--- config.mk ---
export PLATFORM = sky130hd
export DESIGN_NAME = extended_gcd_euclidean_flat
export DESIGN_NICKNAME = d
export VERILOG_FILES = /design/src/rtl/egcd_pkg.sv /design/src/rtl/egcd_if.sv /design/src/rtl/egcd_datapath.sv /design/src/rtl/egcd_controller.sv /design/src/rtl/extended_gcd_euclidean.sv /design/src/flat_wrapper.sv
export SDC_FILE = /design/constraint.sdc
export NUM_CORES = 1
export LEC_CHECK = 0
export BUFFER_PORTS_ARGS = -buffer_cell sky130_fd_sc_hd__buf_2
export CAP_MARGIN = 5
export CORE_MARGIN = 1
export CORE_UTILIZATION = 35
export CTS_CLUSTER_DIAMETER = 60
export DETAILED_ROUTE_END_ITERATION = 12
export PLACE_DENSITY_LB_ADDON = 0.05
export SLEW_MARGIN = 20
export SYNTH_ARGS = -nofsm -noshare
export SYNTH_HDL_FRONTEND = slang
export SYNTH_HIERARCHICAL = 1
export SYNTH_SLANG_ARGS = --single-unit
--- constraint.sdc ---
create_clock -name clock -period 7 [get_ports clock]
set_clock_uncertainty 0.15 [all_clocks]
set_input_delay 0 -clock clock [delete_from_list [all_inputs] [get_ports clock]]
set_output_delay 0 -clock clock [all_outputs]
set_load 0.005 [all_outputs]
--- src/rtl/egcd_pkg.sv ---
// egcd_pkg: shared types for the extended gcd block
// controller states plus the command and status bundles between
// controller and datapath; no dependencies
package egcd_pkg;

   typedef enum logic [2:0] {
      ST_IDLE,
      ST_CHECK,
      ST_DIV,
      ST_FIX,
      ST_UPD,
      ST_OUT
   } state_type;

   // one-hot style commands from controller to datapath
   typedef struct packed {
      logic load;       // capture operands, init coefficient pairs
      logic prep;       // take magnitudes, clear divider
      logic step;       // one restoring division bit
      logic fix;        // euclidean remainder fixup, fold adjust into c1
      logic upd;        // coefficient update and operand shift
      logic out_write;  // load the result register
   } cmd_type;

   typedef struct packed {
      logic b_zero;     // current divisor is zero
      logic rem_zero;   // remainder of the step just done is zero
      logic out_free;   // result register can take a beat this cycle
   } status_type;

endpackage

--- src/rtl/egcd_if.sv ---
// egcd_if: valid/ready channel interfaces for the extended gcd block
// request carries the two operands, response carries gcd and coefficients
// no dependencies
interface egcd_req_if #(parameter int DATA_WIDTH = 32);
   logic                         valid;
   logic                         ready;
   logic signed [DATA_WIDTH-1:0] operand_a;
   logic signed [DATA_WIDTH-1:0] operand_b;

   modport source (output valid, output operand_a, output operand_b, input ready);
   modport sink (input valid, input operand_a, input operand_b, output ready);
endinterface

interface egcd_rsp_if #(parameter int DATA_WIDTH = 32);
   logic                         valid;
   logic                         ready;
   logic signed [DATA_WIDTH-1:0] gcd_value;
   logic signed [DATA_WIDTH-1:0] coef_a;
   logic signed [DATA_WIDTH-1:0] coef_b;
   logic                         zero_divisor;

   modport source (output valid, output gcd_value, output coef_a, output coef_b,
                   output zero_divisor, input ready);
   modport sink (input valid, input gcd_value, input coef_a, input coef_b,
                 input zero_divisor, output ready);
endinterface

--- src/rtl/egcd_datapath.sv ---
// egcd_datapath: operand, coefficient and divider registers plus result register
// driven by egcd_controller commands; uses egcd_pkg
module egcd_datapath #(
   parameter int DATA_WIDTH = 32
) (
   input  logic                         clock,
   input  logic                         reset,
   input  egcd_pkg::cmd_type            cmd,
   output egcd_pkg::status_type         status,
   input  logic signed [DATA_WIDTH-1:0] req_a,
   input  logic signed [DATA_WIDTH-1:0] req_b,
   input  logic                         rsp_ready,
   output logic                         rsp_valid,
   output logic signed [DATA_WIDTH-1:0] rsp_gcd,
   output logic signed [DATA_WIDTH-1:0] rsp_coef_a,
   output logic signed [DATA_WIDTH-1:0] rsp_coef_b,
   output logic                         rsp_zero_div
);

   localparam int W = DATA_WIDTH;
   localparam logic [W-1:0] ONE = W'(1);

   logic [W-1:0] a_ff, a_in, b_ff, b_in;
   logic [W-1:0] c1x_ff, c1x_in, c1y_ff, c1y_in;
   logic [W-1:0] c2x_ff, c2x_in, c2y_ff, c2y_in;
   logic [W-1:0] rem_ff, rem_in, dvd_ff, dvd_in, bmag_ff, bmag_in;
   logic [W-1:0] px_ff, px_in, py_ff, py_in;
   logic         an_ff, an_in, bn_ff, bn_in, err_ff, err_in;
   logic [W-1:0] gcd_ff, gcd_in, ca_ff, ca_in, cb_ff, cb_in;
   logic         zd_ff, zd_in, valid_ff, valid_in;

   logic [W:0]   trial;
   logic [W-1:0] diff;
   logic         ge, adj, sneg;

   always_comb begin
      trial = {rem_ff, dvd_ff[W-1]};
      diff  = trial[W-1:0] - bmag_ff;
      ge    = (trial >= {1'b0, bmag_ff});
      adj   = an_ff && (rem_ff != '0);
      sneg  = an_ff ^ bn_ff;
   end

   always_comb begin
      a_in    = a_ff;
      b_in    = b_ff;
      c1x_in  = c1x_ff;
      c1y_in  = c1y_ff;
      c2x_in  = c2x_ff;
      c2y_in  = c2y_ff;
      rem_in  = rem_ff;
      dvd_in  = dvd_ff;
      bmag_in = bmag_ff;
      px_in   = px_ff;
      py_in   = py_ff;
      an_in   = an_ff;
      bn_in   = bn_ff;
      err_in  = err_ff;
      gcd_in  = gcd_ff;
      ca_in   = ca_ff;
      cb_in   = cb_ff;
      zd_in   = zd_ff;
      valid_in = valid_ff;

      if (cmd.load) begin
         a_in   = W'(req_a);
         b_in   = W'(req_b);
         c1x_in = ONE;
         c1y_in = '0;
         c2x_in = '0;
         c2y_in = ONE;
         err_in = (req_b == '0);
      end

      if (cmd.prep) begin
         an_in   = a_ff[W-1];
         bn_in   = b_ff[W-1];
         dvd_in  = a_ff[W-1] ? (~a_ff + ONE) : a_ff;
         bmag_in = b_ff[W-1] ? (~b_ff + ONE) : b_ff;
         rem_in  = '0;
         px_in   = '0;
         py_in   = '0;
      end

      // restoring division, quotient bits fed msb first into q*c2 accumulators
      if (cmd.step) begin
         rem_in = ge ? diff : trial[W-1:0];
         dvd_in = {dvd_ff[W-2:0], 1'b0};
         px_in  = {px_ff[W-2:0], 1'b0} + (ge ? c2x_ff : '0);
         py_in  = {py_ff[W-2:0], 1'b0} + (ge ? c2y_ff : '0);
      end

      // negative dividend with nonzero remainder: quotient moves by one
      if (cmd.fix && adj) begin
         rem_in = bmag_ff - rem_ff;
         c1x_in = bn_ff ? (c1x_ff - c2x_ff) : (c1x_ff + c2x_ff);
         c1y_in = bn_ff ? (c1y_ff - c2y_ff) : (c1y_ff + c2y_ff);
      end

      if (cmd.upd) begin
         c2x_in = sneg ? (c1x_ff + px_ff) : (c1x_ff - px_ff);
         c2y_in = sneg ? (c1y_ff + py_ff) : (c1y_ff - py_ff);
         c1x_in = c2x_ff;
         c1y_in = c2y_ff;
         a_in   = b_ff;
         b_in   = rem_ff;
      end

      if (cmd.out_write) begin
         valid_in = 1'b1;
         gcd_in   = err_ff ? '0 : a_ff;
         ca_in    = err_ff ? '0 : c1x_ff;
         cb_in    = err_ff ? '0 : c1y_ff;
         zd_in    = err_ff;
      end else if (valid_ff && rsp_ready) begin
         valid_in = 1'b0;
      end
   end

   always_ff @(posedge clock) begin
      a_ff    <= a_in;
      b_ff    <= b_in;
      c1x_ff  <= c1x_in;
      c1y_ff  <= c1y_in;
      c2x_ff  <= c2x_in;
      c2y_ff  <= c2y_in;
      rem_ff  <= rem_in;
      dvd_ff  <= dvd_in;
      bmag_ff <= bmag_in;
      px_ff   <= px_in;
      py_ff   <= py_in;
      an_ff   <= an_in;
      bn_ff   <= bn_in;
      err_ff  <= err_in;
      gcd_ff  <= gcd_in;
      ca_ff   <= ca_in;
      cb_ff   <= cb_in;
      zd_ff   <= zd_in;
      if (reset) begin
         valid_ff <= 1'b0;
      end else begin
         valid_ff <= valid_in;
      end
   end

   always_comb begin
      status.b_zero   = (b_ff == '0);
      status.rem_zero = (rem_ff == '0);
      status.out_free = !valid_ff || rsp_ready;
   end

   assign rsp_valid    = valid_ff;
   assign rsp_gcd      = $signed(gcd_ff);
   assign rsp_coef_a   = $signed(ca_ff);
   assign rsp_coef_b   = $signed(cb_ff);
   assign rsp_zero_div = zd_ff;

   // partial remainder stays below the divisor magnitude
   a_rem_step: assert property (@(posedge clock) disable iff (reset)
      cmd.step |=> rem_ff < bmag_ff)
      else $error("remainder not below divisor after division step");

   a_rem_fix: assert property (@(posedge clock) disable iff (reset)
      cmd.fix |=> rem_ff < bmag_ff)
      else $error("remainder not below divisor after fixup");

   // a stalled response beat stays put
   a_rsp_hold: assert property (@(posedge clock) disable iff (reset)
      (valid_ff && !rsp_ready) |=> (valid_ff && $stable(gcd_ff) && $stable(zd_ff)))
      else $error("response beat changed while stalled");

endmodule

--- src/rtl/egcd_controller.sv ---
// egcd_controller: state machine sequencing check, divide, fixup and update
// issues egcd_pkg::cmd_type to the datapath and reads egcd_pkg::status_type
module egcd_controller #(
   parameter int DATA_WIDTH = 32
) (
   input  logic                    clock,
   input  logic                    reset,
   input  logic                    req_valid,
   output logic                    req_ready,
   input  egcd_pkg::status_type    status,
   output egcd_pkg::cmd_type       cmd
);

   localparam int CNT_W = $clog2(DATA_WIDTH);
   localparam logic [CNT_W-1:0] LAST = CNT_W'(DATA_WIDTH - 1);

   egcd_pkg::state_type state_ff, state_in;
   logic [CNT_W-1:0]    count_ff, count_in;

   always_ff @(posedge clock) begin
      if (reset) begin
         state_ff <= egcd_pkg::ST_IDLE;
         count_ff <= '0;
      end else begin
         state_ff <= state_in;
         count_ff <= count_in;
      end
   end

   always_comb begin
      state_in  = state_ff;
      count_in  = count_ff;
      cmd       = '0;
      req_ready = 1'b0;
      unique case (state_ff)
         egcd_pkg::ST_IDLE: begin
            req_ready = 1'b1;
            if (req_valid) begin
               cmd.load = 1'b1;
               state_in = egcd_pkg::ST_CHECK;
            end
         end
         egcd_pkg::ST_CHECK: begin
            if (status.b_zero) begin
               state_in = egcd_pkg::ST_OUT;
            end else begin
               cmd.prep = 1'b1;
               count_in = '0;
               state_in = egcd_pkg::ST_DIV;
            end
         end
         egcd_pkg::ST_DIV: begin
            cmd.step = 1'b1;
            if (count_ff == LAST) begin
               state_in = egcd_pkg::ST_FIX;
            end else begin
               count_in = count_ff + CNT_W'(1);
            end
         end
         egcd_pkg::ST_FIX: begin
            cmd.fix  = 1'b1;
            state_in = egcd_pkg::ST_UPD;
         end
         egcd_pkg::ST_UPD: begin
            cmd.upd  = 1'b1;
            state_in = status.rem_zero ? egcd_pkg::ST_OUT : egcd_pkg::ST_CHECK;
         end
         egcd_pkg::ST_OUT: begin
            if (status.out_free) begin
               cmd.out_write = 1'b1;
               state_in      = egcd_pkg::ST_IDLE;
            end
         end
         default: begin
            state_in = egcd_pkg::ST_IDLE;
         end
      endcase
   end

   a_accept_check: assert property (@(posedge clock) disable iff (reset)
      (state_ff == egcd_pkg::ST_IDLE && req_valid) |=> state_ff == egcd_pkg::ST_CHECK)
      else $error("accepted beat did not start a check");

   a_div_len: assert property (@(posedge clock) disable iff (reset)
      (state_ff == egcd_pkg::ST_DIV && count_ff != LAST) |=> state_ff == egcd_pkg::ST_DIV)
      else $error("division left before all quotient bits");

   a_out_free: assert property (@(posedge clock) disable iff (reset)
      cmd.out_write |-> status.out_free)
      else $error("result register overwritten while holding a beat");

endmodule

--- src/rtl/extended_gcd_euclidean.sv ---
// extended_gcd_euclidean: gcd and bezout coefficients by euclid with euclidean division
// a zero divisor goes from check straight to output; else each euclid step runs check, divide, fixup and update
// (about 46 steps worst case at 32 bits); the divide phase takes one restoring divider bit per cycle
// flow: one item in flight; next request beat once the result register is written
// reset: synchronous active high, returns controller to idle and empties the output register
// uses egcd_pkg, egcd_if, egcd_controller, egcd_datapath
module extended_gcd_euclidean #(
   parameter int DATA_WIDTH = 32
) (
   input logic        clock,
   input logic        reset,
   egcd_req_if.sink   req_chan,
   egcd_rsp_if.source rsp_chan
);

   // command and status between controller and datapath
   egcd_pkg::cmd_type    cmd;
   egcd_pkg::status_type status;

   // controller: idle, check divisor, divide bit by bit, fixup, update, output
   egcd_controller #(
      .DATA_WIDTH (DATA_WIDTH)
   ) u_ctrl (
      .clock     (clock),
      .reset     (reset),
      .req_valid (req_chan.valid),
      .req_ready (req_chan.ready),
      .status    (status),
      .cmd       (cmd)
   );

   // datapath: operands, coefficient pairs, divider, q*c2 accumulators,
   // and the result register that holds a beat until the sink takes it
   egcd_datapath #(
      .DATA_WIDTH (DATA_WIDTH)
   ) u_dp (
      .clock        (clock),
      .reset        (reset),
      .cmd          (cmd),
      .status       (status),
      .req_a        (req_chan.operand_a),
      .req_b        (req_chan.operand_b),
      .rsp_ready    (rsp_chan.ready),
      .rsp_valid    (rsp_chan.valid),
      .rsp_gcd      (rsp_chan.gcd_value),
      .rsp_coef_a   (rsp_chan.coef_a),
      .rsp_coef_b   (rsp_chan.coef_b),
      .rsp_zero_div (rsp_chan.zero_divisor)
   );

endmodule

--- src/flat_wrapper.sv ---
// flat-port wrapper written by rule: the top's interface ports become plain ports
module extended_gcd_euclidean_flat 
#(
   parameter int DATA_WIDTH = 32
)
  (clock, reset, req_chan_valid, req_chan_operand_a, req_chan_operand_b, req_chan_ready, rsp_chan_valid, rsp_chan_gcd_value, rsp_chan_coef_a, rsp_chan_coef_b, rsp_chan_zero_divisor, rsp_chan_ready);
  egcd_req_if #(.DATA_WIDTH(DATA_WIDTH)) req_chan_i ();
  egcd_rsp_if #(.DATA_WIDTH(DATA_WIDTH)) rsp_chan_i ();
  input logic clock;
  input logic reset;
  input wire logic [$bits(req_chan_i.valid)-1:0] req_chan_valid;
  input wire logic [$bits(req_chan_i.operand_a)-1:0] req_chan_operand_a;
  input wire logic [$bits(req_chan_i.operand_b)-1:0] req_chan_operand_b;
  output wire logic [$bits(req_chan_i.ready)-1:0] req_chan_ready;
  output wire logic [$bits(rsp_chan_i.valid)-1:0] rsp_chan_valid;
  output wire logic [$bits(rsp_chan_i.gcd_value)-1:0] rsp_chan_gcd_value;
  output wire logic [$bits(rsp_chan_i.coef_a)-1:0] rsp_chan_coef_a;
  output wire logic [$bits(rsp_chan_i.coef_b)-1:0] rsp_chan_coef_b;
  output wire logic [$bits(rsp_chan_i.zero_divisor)-1:0] rsp_chan_zero_divisor;
  input wire logic [$bits(rsp_chan_i.ready)-1:0] rsp_chan_ready;
  assign req_chan_i.valid = req_chan_valid;
  assign req_chan_i.operand_a = req_chan_operand_a;
  assign req_chan_i.operand_b = req_chan_operand_b;
  assign req_chan_ready = req_chan_i.ready;
  assign rsp_chan_valid = rsp_chan_i.valid;
  assign rsp_chan_gcd_value = rsp_chan_i.gcd_value;
  assign rsp_chan_coef_a = rsp_chan_i.coef_a;
  assign rsp_chan_coef_b = rsp_chan_i.coef_b;
  assign rsp_chan_zero_divisor = rsp_chan_i.zero_divisor;
  assign rsp_chan_i.ready = rsp_chan_ready;
  extended_gcd_euclidean #(.DATA_WIDTH(DATA_WIDTH)) u_core (.clock(clock), .reset(reset), .req_chan(req_chan_i), .rsp_chan(rsp_chan_i));
endmodule
==> results of run 1 <==
-- worst reg2reg max path: cells and delay by family (launching register included) --
kind | cells | cell delay, ns
buffers and inverters | 2 | 0.32
adders and majority gates | 2 | 0.71
AOI/OAI and AO/OA | 13 | 3.28
and+or+nand+nor | 5 | 0.96
xor gates and xnor gates | 1 | 0.16
DFF | 1 | 0.53
-- final cells by class --
type | count | area share (%)
Multi-Input combinational cell | 2764 | 48.9
Sequential cell | 461 | 34.6
Antenna cell | 1 | 0.00630
Inverter | 149 | 1.41
Timing Repair Buffer | 277 | 4.74
Clock inverter | 52 | 1.47
Tap cell | 1276 | 4.02
Clock buffer | 85 | 4.87
-- routing by layer --
metal  GRT usage (%)  vias to the layer above  share of wire [%]  wire length (µm)
li1                -                    13400                  -                 -
met1            28.1                    13400                 46             48300
met2            35.1                      689                 47             49400
met3            3.25                      155                4.9              5230
met4            6.83                        4                2.8              2940
met5               0                        -              0.025                27
-- power by group --
group          switching, mW  total, mW  leakage [nW]  internal [mW]
logic                   1.68       2.90          9.88           1.22
clock network           1.47       3.82          1.22           2.34
registers              0.246       3.53          4.40           3.28
-- cell families (layout without fill, tap and decap cells) --
family	Yosys count	count (layout)	synth area share, %
muxes	103	103	3.28
xor gates and xnor gates	386	386	9.92
other	0	1	0
buffers and inverters	264	563	2.93
DFF	461	461	40.3
and+or+nand+nor	1088	1088	16.1
adders and majority gates	263	263	9.83
AOI/OAI and AO/OA	924	924	17.6
-- sequential cells by signal, summed over array words and instances (netlist names), 3 cells and up --
signal / cells
u_core/u_ctrl/count_ff: 5
u_core/u_dp/c2x_ff: 32
u_core/u_dp/rsp_coef_a: 32
u_core/u_dp/c1y_ff: 32
u_core/u_dp/rem_ff: 32
u_core/u_dp/rsp_gcd: 32
u_core/u_dp/py_ff: 32
u_core/u_dp/b_ff: 32
u_core/u_dp/c2y_ff: 32
u_core/u_ctrl/state_ff: 3
u_core/u_dp/rsp_coef_b: 32
u_core/u_dp/px_ff: 32
u_core/u_dp/c1x_ff: 32
u_core/u_dp/dvd_ff: 32
u_core/u_dp/a_ff: 32
u_core/u_dp/bmag_ff: 32
-- how the worst max path moves through the flow --
stage | endpoint | slack (ns)
finish | u_core/u_dp/px_ff[26] | 0.63
global route | u_core/u_dp/py_ff[19] | 0.14
CTS | u_core/u_dp/py_ff[26] | 0.49
detailed placement | u_core/u_dp/py_ff[26] | 0.54
global placement | u_core/u_dp/px_ff[31] | 0.69
floorplan | u_core/u_dp/py_ff[26] | 1.15
-- Yosys cell counts, types with 37 or more instances --
| library cell | count |
|---|---|
| xnor2_1 | 220 |
| clkbuf_1 | 105 |
| ha_1 | 255 |
| mux2_2 | 67 |
| edfxtp_1 | 451 |
| nor4_1 | 45 |
| nor2_1 | 295 |
| o21bai_1 | 37 |
| nand3_1 | 50 |
| a21o_1 | 100 |
| nor3_1 | 74 |
| xor2_1 | 166 |
| inv_1 | 146 |
| o21a_1 | 37 |
| nor2b_1 | 176 |
| o21ai_0 | 176 |
| a21oi_1 | 258 |
| nand2b_1 | 44 |
| o31ai_1 | 55 |
| nand2_1 | 228 |
-- repair_timing --
action                                 4_1_cts  5_1_grt
endpoints found under the hold margin       75        0
buffers inserted                             0        5
setup endpoints to repair                    0        1
hold buffers                                67        0
==> flow_summary.toml, run 1 <==
[clocking]
cts_resized = 0
clockBufferDepth = 3
cts-root-buf = "clkbuf_16"
clkTransAtPathRegs_ns = 0.06
htree_levels = 3
cts_tree = "built"
clkLatencyLatePin_ns = 0.64
cts_sinks = 461
cts_made_buffers = 74

[placement]
dp_slack_ns = 0.537
gp_congestion = 0.893
post_dp_cell_area_um2 = 36400
hpwl_mm = 76.9
dp_cells = 4854
port_buffers = 166

[timing]
timing.fmax_ghz = 0.157
rsz0062_at_grt = "false"
tightest_slew_ns = 0.955
fin_crit_sh_pct = 91.1
fin_ws_ns = 0.625
hold_viol_final = 0
slew-limit-headroom_pct = 36.3
min_period_ns = 6.37
setup_viol = 0
slew_viol_final = 0
finalSetupTns_ns = 0
whs_ns = 0.0583

[synth]
ys.flop_type = "edfxtp_1"
synthArstFlopShare_pct = 0
synth.area.top_cells = "edfxtp_1 40%, ha_1 9.4%, xnor2_1 5.7%, xor2_1 4.3%, a21oi_1 3.8%"
netlist.area_leader.share_pct = 39.7
syn_avg_cell_area_um2 = 9.77
ys_seq_area_share_pct = 40.3
netlist_area_um2 = 34100
yosys.cell_types.count = 88
yosys_warnings = 6
synth_edf_count = 451
syn_inst = 3489
syn_nets = 3820
synth-seq-cells = 461
netlist.top_cell.by_area = "edfxtp_1"

[power_and_ir_drop]
ir_drop_mv = 0.164
power.density_nw_per_um2 = 258
p_leak_nw = 15.5
p_total_mw = 10.2

[cells_and_area]
final_cell_area_um2 = 39700
nFillCells = 9430
layout_commonest_cell = "edfxtp_1"
utilization_pct = 41.1
syn2layout_area_growth_pct = 16.5
regArea_um2 = 13700
drive_gt1_share_pct = 11.6
finalNonFillerCells = 5065
layout_common_cells = "451 x edfxtp_1, 293 x nor2_1, 258 x a21oi_1"
nets = 4058
multiInputGateArea_um2 = 19400

[drt]
drt-wirelength-per-cell_um = 20.9
via_per_inst = 5.45
drc = 0
dr_total_vias = 27600
drt-initial-drc-count = 2088
route.antenna.remaining_nets = 0
wl_mm = 106
drt-pass1-iter-count = 6

[grt]
grt_pass1_vias = 27400
globalRoute.totalOverflow = 0
grt_max_degree = 159
grt_usage_pct = 21.2
antenna_found_initial = 2
grt_pass1_wl_mm = 162

[worst_hold_path]
hold_end = "u_core/u_dp/a_ff[16]"
hold_start = "req_chan_operand_a[16]"
hold_class = "in -> reg"
whs_path_depth = 3

[critical_path]
r2r_slack_ns = 0.63
slowest_stage = "o41ai_1"
start_kind = "flip-flop"
critical_path.cell_chain = "ha_1 -> o211ai_1 -> a21oi_1 -> nor2_1 -> o311a_1 -> nor2b_1 -> a2111oi_0 -> a2111oi_2 -> nor2_4 -> buf_12 -> buf_4 -> nor2b_1 -> ha_1 -> a21oi_1 -> o21ai_0 -> o2111ai_1 -> a21oi_1 -> a31oi_1 -> o31ai_1 -> o41ai_1 -> o21bai_1 -> xor2_1 -> and2_1"
cp.arrival_ns = 6.61
crit_cells = 23
ff2ff_path_depth = 23
cp.buffers_inverters = 2
r2r-end = "u_core/u_dp/px_ff[26]"
startpoint = "u_core/u_dp/rem_ff[1]"
crit_top_cell = "a21oi_1"
crit_path_max_incr_delay_ns = 0.54
path_delay_family = "compound AO/OA/AOI/OAI gates"
cp_max_fo = 7
required_ns = 7.23
end_kind = "flip-flop"
crit_type = "reg -> reg"
r2r-start = "u_core/u_dp/rem_ff[1]"

[die]
fp.dieH_um = 314
dieArea_um2 = 98600
start_util_pct = 35.3
io_pins = 167
rows = 114
core-area_um2 = 96600
die_w_um = 314

[status]
status = "finished clean"

[flow_run]
max_cap_violations = 0
Note: power is estimated with default switching activity, not from simulation.
==> run 2: changes to the inputs <==
--- a/config.mk
+++ b/config.mk
@@ -7,11 +7,12 @@
 export LEC_CHECK = 0
 export BUFFER_PORTS_ARGS = -buffer_cell sky130_fd_sc_hd__buf_2
 export CAP_MARGIN = 5
+export CORE_ASPECT_RATIO = 1.25
 export CORE_MARGIN = 1
 export CORE_UTILIZATION = 35
+export CTS_BUF_LIST = sky130_fd_sc_hd__clkbuf_2
 export CTS_CLUSTER_DIAMETER = 60
 export DETAILED_ROUTE_END_ITERATION = 12
-export PLACE_DENSITY_LB_ADDON = 0.05
 export SLEW_MARGIN = 20
 export SYNTH_ARGS = -nofsm -noshare
 export SYNTH_HDL_FRONTEND = slang
==> flow_summary.toml, run 2 (synthesized netlist as in run 1, its figures left out) <==
[clocking]
cts_sinks = 461
cts_setup_buffers = 0
clockBufferDepth = 3
cts_tree = "built"
cts_resized = 0
cts-root-buf = "clkbuf_2"
cts_made_buffers = 137
clkTransAtPathRegs_ns = 0.11
htree_levels = 4
clkLatencyLatePin_ns = 1.53

[drt]
drc = 0
route.antenna.remaining_nets = 0
drt-initial-drc-count = 1672
wl_mm = 102
via_per_inst = 5.37
drt-wirelength-per-cell_um = 19.2
dr_total_vias = 28600
drt-pass1-iter-count = 5

[placement]
dp_cells = 4869
post_dp_cell_area_um2 = 36500
gp_congestion = 0.911
dp_slack_ns = 0.586
hpwl_mm = 72.6
port_buffers = 166

[status]
status = "finished clean"

[timing]
setup_viol = 0
fin_crit_sh_pct = 93.0
min_period_ns = 6.51
fin_ws_ns = 0.490
rsz0062_at_grt = "false"
whs_ns = 0.291
finalSetupTns_ns = 0
timing.fmax_ghz = 0.154
hold_viol_final = 0
tightest_slew_ns = 1.10
slew-limit-headroom_pct = 26.2
slew_viol_final = 0

[cells_and_area]
finalNonFillerCells = 5328
layout_common_cells = "451 x edfxtp_1, 292 x nor2_1, 258 x a21oi_1"
drive_gt1_share_pct = 13.1
syn2layout_area_growth_pct = 17.0
layout_commonest_cell = "edfxtp_1"
nets = 4258
multiInputGateArea_um2 = 19400
regArea_um2 = 13700
final_cell_area_um2 = 39900
utilization_pct = 41.5
nFillCells = 9497

[worst_hold_path]
hold_class = "in -> reg"

[critical_path]
crit_path_max_incr_delay_ns = 0.56
cp_max_fo = 13
required_ns = 8.10
slowest_stage = "o41ai_1"
path_delay_family = "compound AO/OA/AOI/OAI gates"
end_kind = "flip-flop"
critical_path.cell_chain = "ha_1 -> nand4_1 -> nor4_1 -> or4b_1 -> nand3_1 -> a2111oi_0 -> a2111oi_2 -> nor2_4 -> buf_4 -> nor2b_1 -> ha_1 -> a21oi_1 -> o21ai_0 -> o2111ai_1 -> a21oi_1 -> a31oi_1 -> o31ai_1 -> o41ai_1 -> o21bai_1 -> xor2_1 -> and2_1"
cp.arrival_ns = 7.61
start_kind = "flip-flop"
cp.buffers_inverters = 1
crit_type = "reg -> reg"

[grt]
grt_pass1_wl_mm = 158
grt_usage_pct = 20.7
grt_max_degree = 99
globalRoute.totalOverflow = 0
antenna_found_initial = 4
grt_pass1_vias = 28700

[die]
core-area_um2 = 96100
start_util_pct = 35.5
dieArea_um2 = 98700
die_w_um = 281
io_pins = 167
fp.dieH_um = 351
rows = 127

[power_and_ir_drop]
p_leak_nw = 15.8
ir_drop_mv = 0.117
p_total_mw = 8.64
power.density_nw_per_um2 = 217

[flow_run]
max_cap_violations = 0
==> run 2: report_power, final <==
group,total (mW),leakage [nW],internal [mW],switching (mW)
Combinational,2.93,10.4,1.26,1.67
Sequential,3.51,4.40,3.27,0.238
Clock,2.20,0.950,0.886,1.31
==> run 2: path summary, 6_finish.rpt <==
kind / from / to / slack [ns] / cells past startpoint
min: req_chan_operand_a[14] / u_core/u_dp/a_ff[14] / 0.29 / 5
min reg2reg: u_core/u_ctrl/count_ff[4] / u_core/u_ctrl/count_ff[4] / 0.33 / 2
max reg2reg: u_core/u_dp/rem_ff[11] / u_core/u_dp/px_ff[28] / 0.49 / 21
max: u_core/u_dp/rem_ff[11] / u_core/u_dp/px_ff[28] / 0.49 / 21
==> run 2: what timing repair did <==
| action | CTS | global route |
|---|---|---|
| endpoints found under the setup margin | 0 | 0 |
| hold buffers | 208 | 0 |
| hold endpoints to repair | 300 | 0 |
==> run 2: layout make-up <==
cell class	instances	area share (%)
inverters	149	1.41
clock buffers	189	2.37
clock inverters	51	0.819
repair buffers	414	8.15
well taps	1290	4.05
diodes	10	0.0627
multi-input cells	2764	48.7
flip-flops and latches	461	34.5
==> run 2: worst register-to-register path, delay by kind of cell (launching register included) <==
kind            cells  cell delay, ns
compound gates     10            2.65
buf+inv             1            0.25
xor+xnor            1            0.16
flops               1            0.52
fa+ha+maj           2            0.71
simple gates        7            1.78
==> run 2: routing by layer <==
metal	track usage [%]	wire (µm)	part of all wire, %
met5	0	0	0
met4	8.88	3720	3.6
met3	3.86	4950	4.8
met2	36.7	51300	50
met1	24.1	42500	41
